### src/hdl/jsu_pkg.sv
package jsu_pkg;

    typedef enum logic [2:0] {
        MODE_IDLE      = 3'd0,
        MODE_STR       = 3'd1,
        MODE_ESC       = 3'd2,
        MODE_HEX_FIRST = 3'd3,
        MODE_LOW_BSL   = 3'd4,
        MODE_LOW_U     = 3'd5,
        MODE_HEX_LOW   = 3'd6
    } t_mode;

    typedef enum logic [1:0] {
        ST_DATA = 2'd0,
        ST_DONE = 2'd1,
        ST_BAD  = 2'd2
    } t_status;

    // One input word's worth of results: up to four bytes, index of the final one.
    typedef struct packed {
        logic [3:0][7:0] bytes;
        logic [1:0]      last_idx;
        t_status         status;
    } t_grp;

    localparam logic [7:0] CH_QUOTE = 8'h22;
    localparam logic [7:0] CH_BSL   = 8'h5C;
    localparam logic [7:0] CH_SLASH = 8'h2F;
    localparam logic [7:0] CH_U     = 8'h75;
    localparam logic [7:0] CTRL_LIM = 8'h20;

    localparam logic [15:0] HI_FIRST = 16'hD800;
    localparam logic [15:0] HI_LAST  = 16'hDBFF;
    localparam logic [15:0] LO_FIRST = 16'hDC00;
    localparam logic [15:0] LO_LAST  = 16'hDFFF;

    localparam logic [20:0] CP_MAX1 = 21'h00007F;
    localparam logic [20:0] CP_MAX2 = 21'h0007FF;
    localparam logic [20:0] CP_MAX3 = 21'h00FFFF;

    localparam logic [7:0] LEAD2 = 8'hC0;
    localparam logic [7:0] LEAD3 = 8'hE0;
    localparam logic [7:0] LEAD4 = 8'hF0;
    localparam logic [7:0] CONT  = 8'h80;

    // {valid, value}
    function automatic logic [4:0] hex_digit(input logic [7:0] c);
        logic [4:0] r;
        r = 5'd0;
        if (c >= 8'h30 && c <= 8'h39) begin
            r = {1'b1, c[3:0]};
        end else if ((c >= 8'h61 && c <= 8'h66) || (c >= 8'h41 && c <= 8'h46)) begin
            r = {1'b1, c[3:0] + 4'd9};
        end
        return r;
    endfunction

    // Simple escapes: {valid, decoded byte}
    function automatic logic [8:0] esc_map(input logic [7:0] c);
        logic [8:0] r;
        r = 9'd0;
        unique case (c)
            CH_QUOTE: r = {1'b1, CH_QUOTE};
            CH_BSL:   r = {1'b1, CH_BSL};
            CH_SLASH: r = {1'b1, CH_SLASH};
            8'h62:    r = {1'b1, 8'h08};
            8'h66:    r = {1'b1, 8'h0C};
            8'h6E:    r = {1'b1, 8'h0A};
            8'h72:    r = {1'b1, 8'h0D};
            8'h74:    r = {1'b1, 8'h09};
            default:  r = 9'd0;
        endcase
        return r;
    endfunction

endpackage

### src/hdl/jsu_if.sv
interface jsu_in_if;
    logic       valid;
    logic       ready;
    logic [7:0] data_byte;
    logic       input_end;

    modport source (output valid, output data_byte, output input_end, input ready);
    modport sink   (input valid, input data_byte, input input_end, output ready);
endinterface

interface jsu_out_if;
    logic       valid;
    logic       ready;
    logic [7:0] out_byte;
    logic [1:0] status;
    logic       last;

    modport source (output valid, output out_byte, output status, output last, input ready);
    modport sink   (input valid, input out_byte, input status, input last, output ready);
endinterface

### src/hdl/json_string_unescape_utf8.sv
// Channel  Dir  Payload                         Handshake
// i_in     in   data_byte[7:0], input_end       valid/ready
// o_out    out  out_byte[7:0], status[1:0], last valid/ready
//
// One input word is taken per cycle while the result buffer has room.
// Each word is decoded in the cycle it is accepted into a group of 0..4
// result words, stored in a two-entry group buffer; o_out drains one word
// per cycle while o_out.ready is high; a word with n results goes out as n words.
// Reset (i_rst_n low, synchronous) empties the buffer and returns to idle.
// Stalls on o_out back up into the buffer and then drop i_in.ready.
module json_string_unescape_utf8
    import jsu_pkg::*;
(
    input  logic      i_clk,
    input  logic      i_rst_n,
    jsu_in_if.sink    i_in,
    jsu_out_if.source o_out
);

    logic       fire, pop, push, pop_grp;
    t_grp       grp;
    t_grp       r_buf [2];
    logic       r_wr, r_rd;
    logic [1:0] r_count;
    logic [1:0] r_idx;
    t_grp       head;

    assign i_in.ready = (r_count != 2'd2);
    assign fire       = i_in.valid && i_in.ready;

    jsu_decode u_dec (
        .i_clk       (i_clk),
        .i_rst_n     (i_rst_n),
        .i_fire      (fire),
        .i_data_byte (i_in.data_byte),
        .i_input_end (i_in.input_end),
        .o_push      (push),
        .o_grp       (grp)
    );

    // head group feeds the output straight from its register
    assign head           = r_buf[r_rd];
    assign o_out.valid    = (r_count != 2'd0);
    assign o_out.out_byte = head.bytes[r_idx];
    assign o_out.status   = head.status;
    assign o_out.last     = (r_idx == head.last_idx);

    assign pop     = o_out.valid && o_out.ready;
    assign pop_grp = pop && o_out.last;

    always_ff @(posedge i_clk) begin
        if (fire && push) begin
            r_buf[r_wr] <= grp;
        end
    end

    always_ff @(posedge i_clk) begin
        if (!i_rst_n) begin
            r_wr    <= 1'b0;
            r_rd    <= 1'b0;
            r_count <= 2'd0;
            r_idx   <= 2'd0;
        end else begin
            if (fire && push) begin
                r_wr <= ~r_wr;
            end
            if (pop_grp) begin
                r_rd  <= ~r_rd;
                r_idx <= 2'd0;
            end else if (pop) begin
                r_idx <= r_idx + 2'd1;
            end
            unique case ({fire && push, pop_grp})
                2'b10:   r_count <= r_count + 2'd1;
                2'b01:   r_count <= r_count - 2'd1;
                default: r_count <= r_count;
            endcase
        end
    end

    // buffer never overfills
    a_count_range: assert property (@(posedge i_clk) disable iff (!i_rst_n)
        r_count <= 2'd2)
        else $error("group buffer overflow");

    // done and error words always close their group
    a_term_last: assert property (@(posedge i_clk) disable iff (!i_rst_n)
        (o_out.valid && o_out.status != ST_DATA) |-> (o_out.last && r_idx == 2'd0))
        else $error("terminal word not alone");

    // byte index stays inside the head group
    a_idx_bound: assert property (@(posedge i_clk) disable iff (!i_rst_n)
        o_out.valid |-> (r_idx <= head.last_idx))
        else $error("byte index past end of group");

    // an emptied buffer only refills through an accepted word
    a_refill: assert property (@(posedge i_clk) disable iff (!i_rst_n)
        (r_count == 2'd0 && !(fire && push)) |=> (r_count == 2'd0))
        else $error("buffer filled without input");

endmodule

### src/hdl/jsu_decode.sv
module jsu_decode
    import jsu_pkg::*;
(
    input  logic       i_clk,
    input  logic       i_rst_n,
    input  logic       i_fire,
    input  logic [7:0] i_data_byte,
    input  logic       i_input_end,
    output logic       o_push,
    output t_grp       o_grp
);

    t_mode       r_mode, n_mode;
    logic [1:0]  r_hex, n_hex;
    logic [15:0] r_cu, n_cu;
    logic [9:0]  r_hs, n_hs;

    logic [4:0]  dig;
    logic [8:0]  esc;
    logic [15:0] cu_shift;
    logic        hex_full, is_hi, is_lo;
    logic [20:0] cp;
    logic [3:0][7:0] u_bytes;
    logic [1:0]  u_last;

    assign dig      = hex_digit(i_data_byte);
    assign esc      = esc_map(i_data_byte);
    assign cu_shift = {r_cu[11:0], dig[3:0]};
    assign hex_full = (r_hex == 2'd3);
    assign is_hi    = (cu_shift >= HI_FIRST) && (cu_shift <= HI_LAST);
    assign is_lo    = (cu_shift >= LO_FIRST) && (cu_shift <= LO_LAST);

    // pair: 0x10000 + (hs << 10) + (lo - 0xdc00)
    assign cp = (r_mode == MODE_HEX_LOW) ? {{1'b0, r_hs} + 11'd64, cu_shift[9:0]}
                                         : {5'd0, cu_shift};

    always_comb begin
        u_bytes = '0;
        if (cp <= CP_MAX1) begin
            u_bytes[0] = cp[7:0];
            u_last     = 2'd0;
        end else if (cp <= CP_MAX2) begin
            u_bytes[0] = LEAD2 | {3'd0, cp[10:6]};
            u_bytes[1] = CONT | {2'd0, cp[5:0]};
            u_last     = 2'd1;
        end else if (cp <= CP_MAX3) begin
            u_bytes[0] = LEAD3 | {4'd0, cp[15:12]};
            u_bytes[1] = CONT | {2'd0, cp[11:6]};
            u_bytes[2] = CONT | {2'd0, cp[5:0]};
            u_last     = 2'd2;
        end else begin
            u_bytes[0] = LEAD4 | {5'd0, cp[20:18]};
            u_bytes[1] = CONT | {2'd0, cp[17:12]};
            u_bytes[2] = CONT | {2'd0, cp[11:6]};
            u_bytes[3] = CONT | {2'd0, cp[5:0]};
            u_last     = 2'd3;
        end
    end

    // next state
    always_comb begin
        n_mode = r_mode;
        n_hex  = r_hex;
        n_cu   = r_cu;
        n_hs   = r_hs;
        if (i_input_end) begin
            n_mode = MODE_IDLE;
            n_hex  = '0;
            n_cu   = '0;
            n_hs   = '0;
        end else begin
            unique case (r_mode)
                MODE_STR: begin
                    if (i_data_byte == CH_QUOTE || i_data_byte < CTRL_LIM) begin
                        n_mode = MODE_IDLE; n_hex = '0; n_cu = '0; n_hs = '0;
                    end else if (i_data_byte == CH_BSL) begin
                        n_mode = MODE_ESC;
                    end
                end
                MODE_ESC: begin
                    if (esc[8]) begin
                        n_mode = MODE_STR;
                    end else if (i_data_byte == CH_U) begin
                        n_mode = MODE_HEX_FIRST; n_hex = '0; n_cu = '0;
                    end else begin
                        n_mode = MODE_IDLE; n_hex = '0; n_cu = '0; n_hs = '0;
                    end
                end
                MODE_HEX_FIRST, MODE_HEX_LOW: begin
                    if (!dig[4]) begin
                        n_mode = MODE_IDLE; n_hex = '0; n_cu = '0; n_hs = '0;
                    end else if (!hex_full) begin
                        n_hex = r_hex + 2'd1;
                        n_cu  = cu_shift;
                    end else if (r_mode == MODE_HEX_FIRST && is_hi) begin
                        n_hs = cu_shift[9:0];
                        n_cu = '0; n_hex = '0; n_mode = MODE_LOW_BSL;
                    end else if (r_mode == MODE_HEX_FIRST ? is_lo : !is_lo) begin
                        n_mode = MODE_IDLE; n_hex = '0; n_cu = '0; n_hs = '0;
                    end else begin
                        n_mode = MODE_STR; n_hex = '0; n_cu = '0;
                        if (r_mode == MODE_HEX_LOW) begin
                            n_hs = '0;
                        end
                    end
                end
                MODE_LOW_BSL: begin
                    if (i_data_byte == CH_BSL) begin
                        n_mode = MODE_LOW_U;
                    end else begin
                        n_mode = MODE_IDLE; n_hex = '0; n_cu = '0; n_hs = '0;
                    end
                end
                MODE_LOW_U: begin
                    if (i_data_byte == CH_U) begin
                        n_mode = MODE_HEX_LOW; n_hex = '0; n_cu = '0;
                    end else begin
                        n_mode = MODE_IDLE; n_hex = '0; n_cu = '0; n_hs = '0;
                    end
                end
                default: begin
                    n_hex = '0; n_cu = '0; n_hs = '0;
                    n_mode = (i_data_byte == CH_QUOTE) ? MODE_STR : MODE_IDLE;
                end
            endcase
        end
    end

    // results of this word
    always_comb begin
        o_push         = 1'b0;
        o_grp.bytes    = '0;
        o_grp.last_idx = 2'd0;
        o_grp.status   = ST_DATA;
        if (i_input_end) begin
            o_push       = (r_mode != MODE_IDLE);
            o_grp.status = ST_BAD;
        end else begin
            unique case (r_mode)
                MODE_STR: begin
                    o_push = (i_data_byte != CH_BSL);
                    if (i_data_byte == CH_QUOTE) begin
                        o_grp.status = ST_DONE;
                    end else if (i_data_byte < CTRL_LIM) begin
                        o_grp.status = ST_BAD;
                    end else begin
                        o_grp.bytes[0] = i_data_byte;
                    end
                end
                MODE_ESC: begin
                    o_push = (i_data_byte != CH_U);
                    if (esc[8]) begin
                        o_grp.bytes[0] = esc[7:0];
                    end else begin
                        o_grp.status = ST_BAD;
                    end
                end
                MODE_HEX_FIRST, MODE_HEX_LOW: begin
                    if (!dig[4]) begin
                        o_push       = 1'b1;
                        o_grp.status = ST_BAD;
                    end else if (hex_full && !(r_mode == MODE_HEX_FIRST && is_hi)) begin
                        o_push = 1'b1;
                        if (r_mode == MODE_HEX_FIRST ? is_lo : !is_lo) begin
                            o_grp.status = ST_BAD;
                        end else begin
                            o_grp.bytes    = u_bytes;
                            o_grp.last_idx = u_last;
                        end
                    end
                end
                MODE_LOW_BSL: begin
                    o_push       = (i_data_byte != CH_BSL);
                    o_grp.status = ST_BAD;
                end
                MODE_LOW_U: begin
                    o_push       = (i_data_byte != CH_U);
                    o_grp.status = ST_BAD;
                end
                default: begin
                    o_push       = (i_data_byte != CH_QUOTE);
                    o_grp.status = ST_BAD;
                end
            endcase
        end
    end

    always_ff @(posedge i_clk) begin
        if (!i_rst_n) begin
            r_mode <= MODE_IDLE;
            r_hex  <= '0;
            r_cu   <= '0;
            r_hs   <= '0;
        end else if (i_fire) begin
            r_mode <= n_mode;
            r_hex  <= n_hex;
            r_cu   <= n_cu;
            r_hs   <= n_hs;
        end
    end

endmodule
### src/flat_wrapper.sv
// flat-port wrapper written by rule: the top's interface ports become plain ports
module json_string_unescape_utf8_flat import jsu_pkg::*;
  (i_clk, i_rst_n, i_in_valid, i_in_data_byte, i_in_input_end, i_in_ready, o_out_valid, o_out_out_byte, o_out_status, o_out_last, o_out_ready);
  jsu_in_if i_in_i ();
  jsu_out_if o_out_i ();
  input  logic i_clk;
  input  logic i_rst_n;
  input wire logic [$bits(i_in_i.valid)-1:0] i_in_valid;
  input wire logic [$bits(i_in_i.data_byte)-1:0] i_in_data_byte;
  input wire logic [$bits(i_in_i.input_end)-1:0] i_in_input_end;
  output wire logic [$bits(i_in_i.ready)-1:0] i_in_ready;
  output wire logic [$bits(o_out_i.valid)-1:0] o_out_valid;
  output wire logic [$bits(o_out_i.out_byte)-1:0] o_out_out_byte;
  output wire logic [$bits(o_out_i.status)-1:0] o_out_status;
  output wire logic [$bits(o_out_i.last)-1:0] o_out_last;
  input wire logic [$bits(o_out_i.ready)-1:0] o_out_ready;
  assign i_in_i.valid = i_in_valid;
  assign i_in_i.data_byte = i_in_data_byte;
  assign i_in_i.input_end = i_in_input_end;
  assign i_in_ready = i_in_i.ready;
  assign o_out_valid = o_out_i.valid;
  assign o_out_out_byte = o_out_i.out_byte;
  assign o_out_status = o_out_i.status;
  assign o_out_last = o_out_i.last;
  assign o_out_i.ready = o_out_ready;
  json_string_unescape_utf8 u_core (.i_clk(i_clk), .i_rst_n(i_rst_n), .i_in(i_in_i), .o_out(o_out_i));
endmodule
### config.mk
export PLATFORM = sky130hd
export DESIGN_NAME = json_string_unescape_utf8_flat
export DESIGN_NICKNAME = d
export VERILOG_FILES = /design/src/hdl/jsu_pkg.sv /design/src/hdl/jsu_if.sv /design/src/hdl/json_string_unescape_utf8.sv /design/src/hdl/jsu_decode.sv /design/src/flat_wrapper.sv
export SDC_FILE = /design/constraint.sdc
export NUM_CORES = 1
export LEC_CHECK = 0
export ABC_AREA = 1
export BUFFER_PORTS_ARGS = -buffer_cell sky130_fd_sc_hd__buf_2
export CAP_MARGIN = 20
export CORE_ASPECT_RATIO = 0.75
export CORE_MARGIN = 2
export CORE_UTILIZATION = 29
export CTS_BUF_LIST = sky130_fd_sc_hd__clkbuf_8
export DETAILED_ROUTE_END_ITERATION = 7
export GPL_TIMING_DRIVEN = 0
export PLACE_DENSITY = 0.42
export SLEW_MARGIN = 20
export SYNTH_ARGS = -nofsm -noshare
export SYNTH_HDL_FRONTEND = slang
export SYNTH_SLANG_ARGS = --single-unit
export TNS_END_PERCENT = 10
### constraint.sdc
create_clock -name i_clk -period 6.5 [get_ports i_clk]
set_input_delay 0.975 -clock i_clk [delete_from_list [all_inputs] [get_ports i_clk]]
set_output_delay 0.975 -clock i_clk [all_outputs]
set_load 0.1 [all_outputs]
==> results of run 1 <==
## routing by layer
| metal | part of all wire [%] | up-vias | global-route usage [%] | wire length, um |
|---|---|---|---|---|
| li1 | - | 2594 | - | - |
| met1 | 50 | 2436 | 24.6 | 9060 |
| met2 | 43 | 141 | 25.6 | 7720 |
| met3 | 5.5 | 15 | 3.67 | 990 |
| met4 | 1.3 | 0 | 4.27 | 225 |
| met5 | 0 | - | 0 | 0 |
## worst max-delay path: cells and delay by family, from the launching register on
family,cells,cell delay (ps)
flip-flops,1,450
AND/OR/NAND/NOR,1,50
buffers and inverters,3,1190
AO/OA/AOI/OAI,3,590
## cells by family (layout without fill, tap and decap cells)
logic type	Yosys count	count (layout)	share of synthesized area (%)
and+or+nand+nor	420	420	34.1
AOI/OAI and AO/OA	122	122	12.0
buffers and inverters	107	146	8.15
DFF	98	98	43.6
adders and majority gates	7	7	1.47
xor gates and xnor gates	4	4	0.586
muxes	1	1	0.168
## layout make-up
| cell class | instances | area share, % |
|---|---|---|
| Buffer | 29 | 2.76 |
| Clock buffer | 9 | 1.86 |
| Clock inverter | 7 | 1.43 |
| Inverter | 78 | 4.55 |
| Multi-Input combinational cell | 554 | 43.5 |
| Sequential cell | 98 | 39.1 |
| Tap cell | 258 | 4.85 |
| Timing Repair Buffer | 23 | 1.96 |
## flip-flops by register name (all words and copies together) (netlist names), named ones only
register and count:
u_core.u_dec.r_hex 2, u_core.r_idx 2, u_core.r_rd 1, u_core.r_buf 64, u_core.r_count 2, u_core.u_dec.r_mode 3
u_core.r_wr 1, u_core.u_dec.r_cu 12, u_core.u_dec.r_hs 10
## power groups by stage
stage	clock network [uW]	logic [uW]	registers [uW]
3_5_place_dp	0	206	699
2_1_floorplan	0	154	696
5_1_grt	481	222	687
4_1_cts	454	206	685
3_3_place_gp	0	203	700
6_report	444	205	685
## cells in the mapped netlist, types with 2 or more instances
cell type    n  area (um^2)
a21oi_2     11         96.3
buf_6        3         33.8
nor2_4       7         78.8
inv_2       15         56.3
buf_2        4         20.0
nand2_2     21          131
nand2_4      5         56.3
nor3_4       3         48.8
nand2_1    173          649
ha_1         7         87.6
nand3_2      7         70.1
nor3_1       5         25.0
a31oi_1     10         62.6
a221oi_1     2         17.5
a21oi_1     32          160
buf_4        5         37.5
o21ai_2      3         26.3
inv_1       59          221
or2_2        5         31.3
o22ai_1     13         81.3
edfxtp_1    64         1920
nor3_2       5         50.1
o21ai_0     45          225
xor2_1       4         35.0
nand3_1     44          220
nand4_1     17          106
nor2_8       2         40.0
inv_4        2         12.5
clkbuf_1    13         48.8
nor2_1     113          424
nand3_4      2         35.0
dfxtp_1     34          681
nor2_2       8         50.1
## stage by stage
| stage | std cells | utilization, % | hold WS [ps] |
|---|---|---|---|
| floorplan | 759 | - | 447 |
| global placement | 1039 | 31.7 | 460 |
| detailed placement | 1040 | 31.8 | 476 |
| CTS | 1056 | 32.9 | 492 |
| global route | 1056 | 32.9 | 512 |
| finish | 1056 | 32.9 | 489 |
## worst paths after layout
path,startpoint,end,slack [ps],depth (start not counted)
worst max register to register,u_core.u_dec.r_mode[1],u_core.r_count[1],3760,17
worst min-delay path,u_core.u_dec.r_hex[1],u_core.u_dec.r_hex[1],490,2
worst min register to register,u_core.u_dec.r_hex[1],u_core.u_dec.r_hex[1],490,2
worst max-delay path,u_core.r_idx[0],o_out_out_byte[1],2840,7
## layout by cell type, fill, tap and decap left out, types with 4 or more instances in the layout
cell      netlist  layout
a21oi_1        32      32
a21oi_2        11      11
a31oi_1        10      10
buf_2           4      26
buf_4           5       5
clkbuf_1       13      13
clkbuf_8        0       9
dfxtp_1        34      34
edfxtp_1       64      64
ha_1            7       7
inv_1          59      58
inv_2          15      16
nand2_1       173     173
nand2_2        21      21
nand2_4         5       5
nand3_1        44      44
nand3_2         7       7
nand4_1        17      17
nor2_1        113     112
nor2_2          8       8
nor2_4          7       8
nor3_1          5       5
nor3_2          5       5
o21ai_0        45      45
o22ai_1        13      13
or2_2           5       5
xor2_1          4       4
==> results.txt, run 1 <==
initial core utilization - 29.6%
Die W - 170 um
full die area - 21800 um^2
crit start category - register
crit-path max cell delay - 490 ps
Skew-Pair Late Insertion Delay - 400 ps
crit path DAT - 2680 ps
Vias - 5186
clock sinks - 98
Final min period - 3660 ps
Worst-path clk slew - 110 ps
pin count of the biggest net entering global routing - 33
fin worst setup slack - 2840 ps
Die Y - 128 um
Layout area overhead - 11.4%
grt total ovfl - 0
overall power - 1330 uW
Slew Viols, Final - 0
Yosys cell types - 49
RSZ-0062 raised after global routing - no
register area - 2600 um^2
vias per cell - 4.91
Detail Route Antenna Nets - 0
Longest Clk Path Bufs - 2
Clk pwr share - 33.3%
Least-Margin Pin Slew - 879 ps
final setup fails - 0
VDD IR max - 0.106 mV
CTS Buf Count - 9
DR WL/cell - 17.0 um
max cap viols - 0
drt drc - 0
Post-layout nets - 813
Post-synth EDFFs - 64
Total GRT Usage - 17.0%
Mapped Cells - 759
largest fanout on the critical path - 10
wire length of the first global-routing pass - 27700 um
number of global-route vias before repair - 4903
P_int - 909 uW
hold buffer count at CTS - 0
Slew headroom - 41.4%
Logic pwr share - 15.4%
Pleak - 0.00279 uW
Final Cycle Share - 56.3%
final wirelength - 18000 um
cts repair resizes - 0
Pre-antenna DRT Iters - 5
Sw Ratio - 31.8%
gpl congestion - 0.891
post-synth net total - 779
setup bufs post-CTS - 0
fraction of layout cells with a size suffix above 1 - 19.2%
pre-CTS setup slack - 2920 ps
dominant synthesized flop cell - edfxtp_1
sw power - 424 uW
asr flop ratio synth - 0%
Required @ worst endpoint - 5520 ps
CP endpoint kind - primary output
Final Cell Area - 6650 um^2
PD cells - 200 nW/um^2
hold crit path type - reg2reg
diode count - 0
Peak Freq - 0.273 GHz
Seq/Total Area, Yosys - 43.6%
input/output buffers - 22
Seq cells post-synth - 98
placed cell area - 6430 um^2
CTS tree - yes
hpwl dp - 13700 um
Placeable Area - 20200 um^2
FP Rows - 45
1st-iter DRT viols - 308
Netlist Area Pre-Place - 5970 um^2
H-Tree Depth - 3
crit path max-delay cell type - buf_2
number of fill cells - 2138
Synth warnings - 0
syn avg cell area - 7.87 um^2
kind of critical path - reg2out
CTS root buf - clkbuf_8
multi-input logic area - 2890 um^2
post-route setup TNS - 0 ps
initial antenna violation count - 0
final hold violations - 0
run status - complete, no violations
Seq pwr share - 51.4%
CP Cell Sequence - inv_1 > clkbuf_1 > o21ai_0 > o22ai_1 > nor2_1 > a31oi_1 > buf_2
I/O pin total - 26
Fin Clk Skew - 16.8 ps
Power figures use the tool's default switching activity.
==> inputs of run 2 (changes only) <==
PLACE_DENSITY = 0.43   (was 0.42)
clock period = 3 ns   (was 6.5 ns; I/O delays follow)
==> run 2 against run 1 <==
  * Non-clock buffer count did not move
  * Sequential power rose by 120%
  * Highest routed layer unchanged
  * Worst setup slack got worse by 2700 ps
  * Total power rose by 110%
  * Largest cell class unchanged
  * Global-route usage fell by 0.29 points
==> results.txt, run 2 (same netlist as run 1, synthesis figures left out) <==
run status - complete, no violations (unchanged)
number of fill cells - 2177 (was 2138)
WHS - 415 ps (was 489 ps)
DR WL/cell - 16.6 um (was 17.0 um)
wire length of the first global-routing pass - 27200 um (was 27700 um)
I/O pin total - 26 (unchanged)
Longest Clk Path Bufs - 2 (unchanged)
full die area - 21800 um^2 (unchanged)
final wirelength - 17500 um (was 18000 um)
largest registers - u_core.r_buf (64), u_core.u_dec.r_cu (12), u_core.u_dec.r_hs (10) (unchanged)
drt drc - 0 (unchanged)
Crit Reg-Reg Startpoint - u_core.u_dec.r_mode[1] (unchanged)
Reg2Reg Setup Slack - 310 ps (was 3760 ps)
vias per cell - 4.90 (was 4.91)
final hold violations - 0 (unchanged)
Layout area overhead - 11.6% (was 11.4%)
initial core utilization - 29.6% (unchanged)
Largest register FFs - 64 (unchanged)
reg2reg end - u_core.r_count[1] (unchanged)
Pre-antenna DRT Iters - 4 (was 5)
grt total ovfl - 0 (unchanged)
Die Y - 128 um (unchanged)
RSZ-0062 raised after global routing - no (unchanged)
gpl congestion - 0.907 (was 0.891)
hold crit path type - in2reg (was reg2reg)
CTS root buf - clkbuf_8 (unchanged)
Peak Freq - 0.356 GHz
Detail Route Antenna Nets - 0 (unchanged)
commonest non-fill, non-tap cell in the layout - nand2_1 (unchanged)
final setup fails - 0 (unchanged)
Post-layout nets - 813 (unchanged)
Least-Margin Pin Slew - 861 ps (was 879 ps)
Placeable Area - 20200 um^2 (unchanged)
pin count of the biggest net entering global routing - 33 (unchanged)
Final Cell Area - 6670 um^2 (was 6650 um^2)
Slew Viols, Final - 0 (unchanged)
Skew-Pair Late Insertion Delay - 400 ps (about the same)
hpwl dp - 13400 um (was 13700 um)
largest fanout on the critical path - 10 (unchanged)
VDD IR max - 0.217 mV (was 0.106 mV)
fin worst setup slack - 189 ps (was 2840 ps)
Pleak - 0.00281 uW (was 0.00279 uW)
overall power - 2860 uW (was 1330 uW)
clock sinks - 98 (unchanged)
commonest cells after routing, fill and taps aside - nand2_1, nor2_1, edfxtp_1, inv_1, o21ai_0 (unchanged)
CP endpoint kind - primary output (unchanged)
Vias - 5173 (was 5186)
FP Rows - 45 (unchanged)
Die W - 170 um (unchanged)
fraction of layout cells with a size suffix above 1 - 20.3% (was 19.2%)
1st-iter DRT viols - 350 (was 308)
Total GRT Usage - 16.7% (was 17.0%)
kind of critical path - reg2out (unchanged)
Final min period - 2810 ps
setup bufs post-CTS - 0 (unchanged)
Worst-path clk slew - 110 ps (about the same)
initial antenna violation count - 0 (unchanged)
placed cell area - 6440 um^2 (was 6430 um^2)
FF-to-FF path depth - 17 (unchanged)
Required @ worst endpoint - 2550 ps (was 5520 ps)
CTS tree - yes (unchanged)
Slew headroom - 42.6% (was 41.4%)
PD cells - 428 nW/um^2 (was 200 nW/um^2)
input/output buffers - 22 (unchanged)
Fin Clk Skew - 20.5 ps (was 16.8 ps)
number of global-route vias before repair - 4752 (was 4903)
pre-CTS setup slack - -61.4 ps (was 2920 ps)
crit path DAT - 2360 ps (was 2680 ps)
crit start category - register (unchanged)
worst setup path endpoint - o_out_out_byte[3] (was o_out_out_byte[1])
Final Cycle Share - 93.7%
diode count - 0 (unchanged)
CTS Buf Count - 9 (unchanged)
Top reg by flops - u_core.r_buf (unchanged)
H-Tree Depth - 3 (unchanged)
max cap viols - 0 (unchanged)
run 2: cell count changes in the layout (fill, tap and decap cells not counted), sizes merged:
cell | before | now
clkinv | 3 | 2
clkinvlp | 0 | 1
run 2: power by group:
| group | switching, uW | leakage, uW | internal, uW |
|---|---|---|---|
| registers | 20.2 | 0.000925 | 1460 |
| clock network | 522 | 0.000104 | 402 |
| logic | 349 | 0.00178 | 99.9 |
run 2: worst min path at each step:
stage | depth (start not counted) | slack, ps | from | to
global placement | 2 | 460 | u_core.u_dec.r_hex[1] | u_core.u_dec.r_hex[1]
global route | 3 | 400 | i_rst_n | u_core.r_count[1]
CTS | 3 | 400 | i_rst_n | u_core.u_dec.r_hs[0]
floorplan | 2 | 450 | u_core.u_dec.r_hex[1] | u_core.u_dec.r_hex[1]
detailed placement | 2 | 470 | u_core.u_dec.r_hex[1] | u_core.u_dec.r_hex[1]
finish | 3 | 410 | i_rst_n | u_core.u_dec.r_hs[0]
run 2: final cells by class:
cell class | count | area [um^2] | area share (%)
buffer | 29 | 193 | 2.89
clock buffer | 9 | 124 | 1.86
clock inverter | 7 | 82.6 | 1.24
inverter | 78 | 303 | 4.54
multi-input combinational | 554 | 2900 | 43.5
sequential | 98 | 2600 | 39.0
tap | 258 | 323 | 4.84
timing repair buffer | 23 | 138 | 2.06
run 2: layer usage:
metal	routed length (um)	GRT usage (%)	share of wire [%]	vias to the layer above
met5	0	0	0	-
met4	200	4.12	1.1	0
met3	751	3.58	4.3	11
met2	7480	25.0	43	101
met1	9050	24.4	52	2467
li1	-	-	-	2594
run 2: critical path, cell delays in order, from the launching register on:
cell and delay (ps):
dfxtp_1 320, clkbuf_1 210, clkbuf_1 470, o21ai_0 260
a31oi_1 250, buf_2 460
run 2: timing repair:
item                                    CTS  global route
hold buffers                              0             0
resized for setup                         5            10
endpoints found under the setup margin    4             7
run 2: metrics by stage:
stage	utilization, %	setup TNS, ps	instances
after floorplan	-	-724	759
after global placement	31.8	-47840	1039
after detailed placement	31.9	-2720	1040
after CTS	33.0	0	1056
after global routing	33.0	0	1056
final	33.0	0	1056
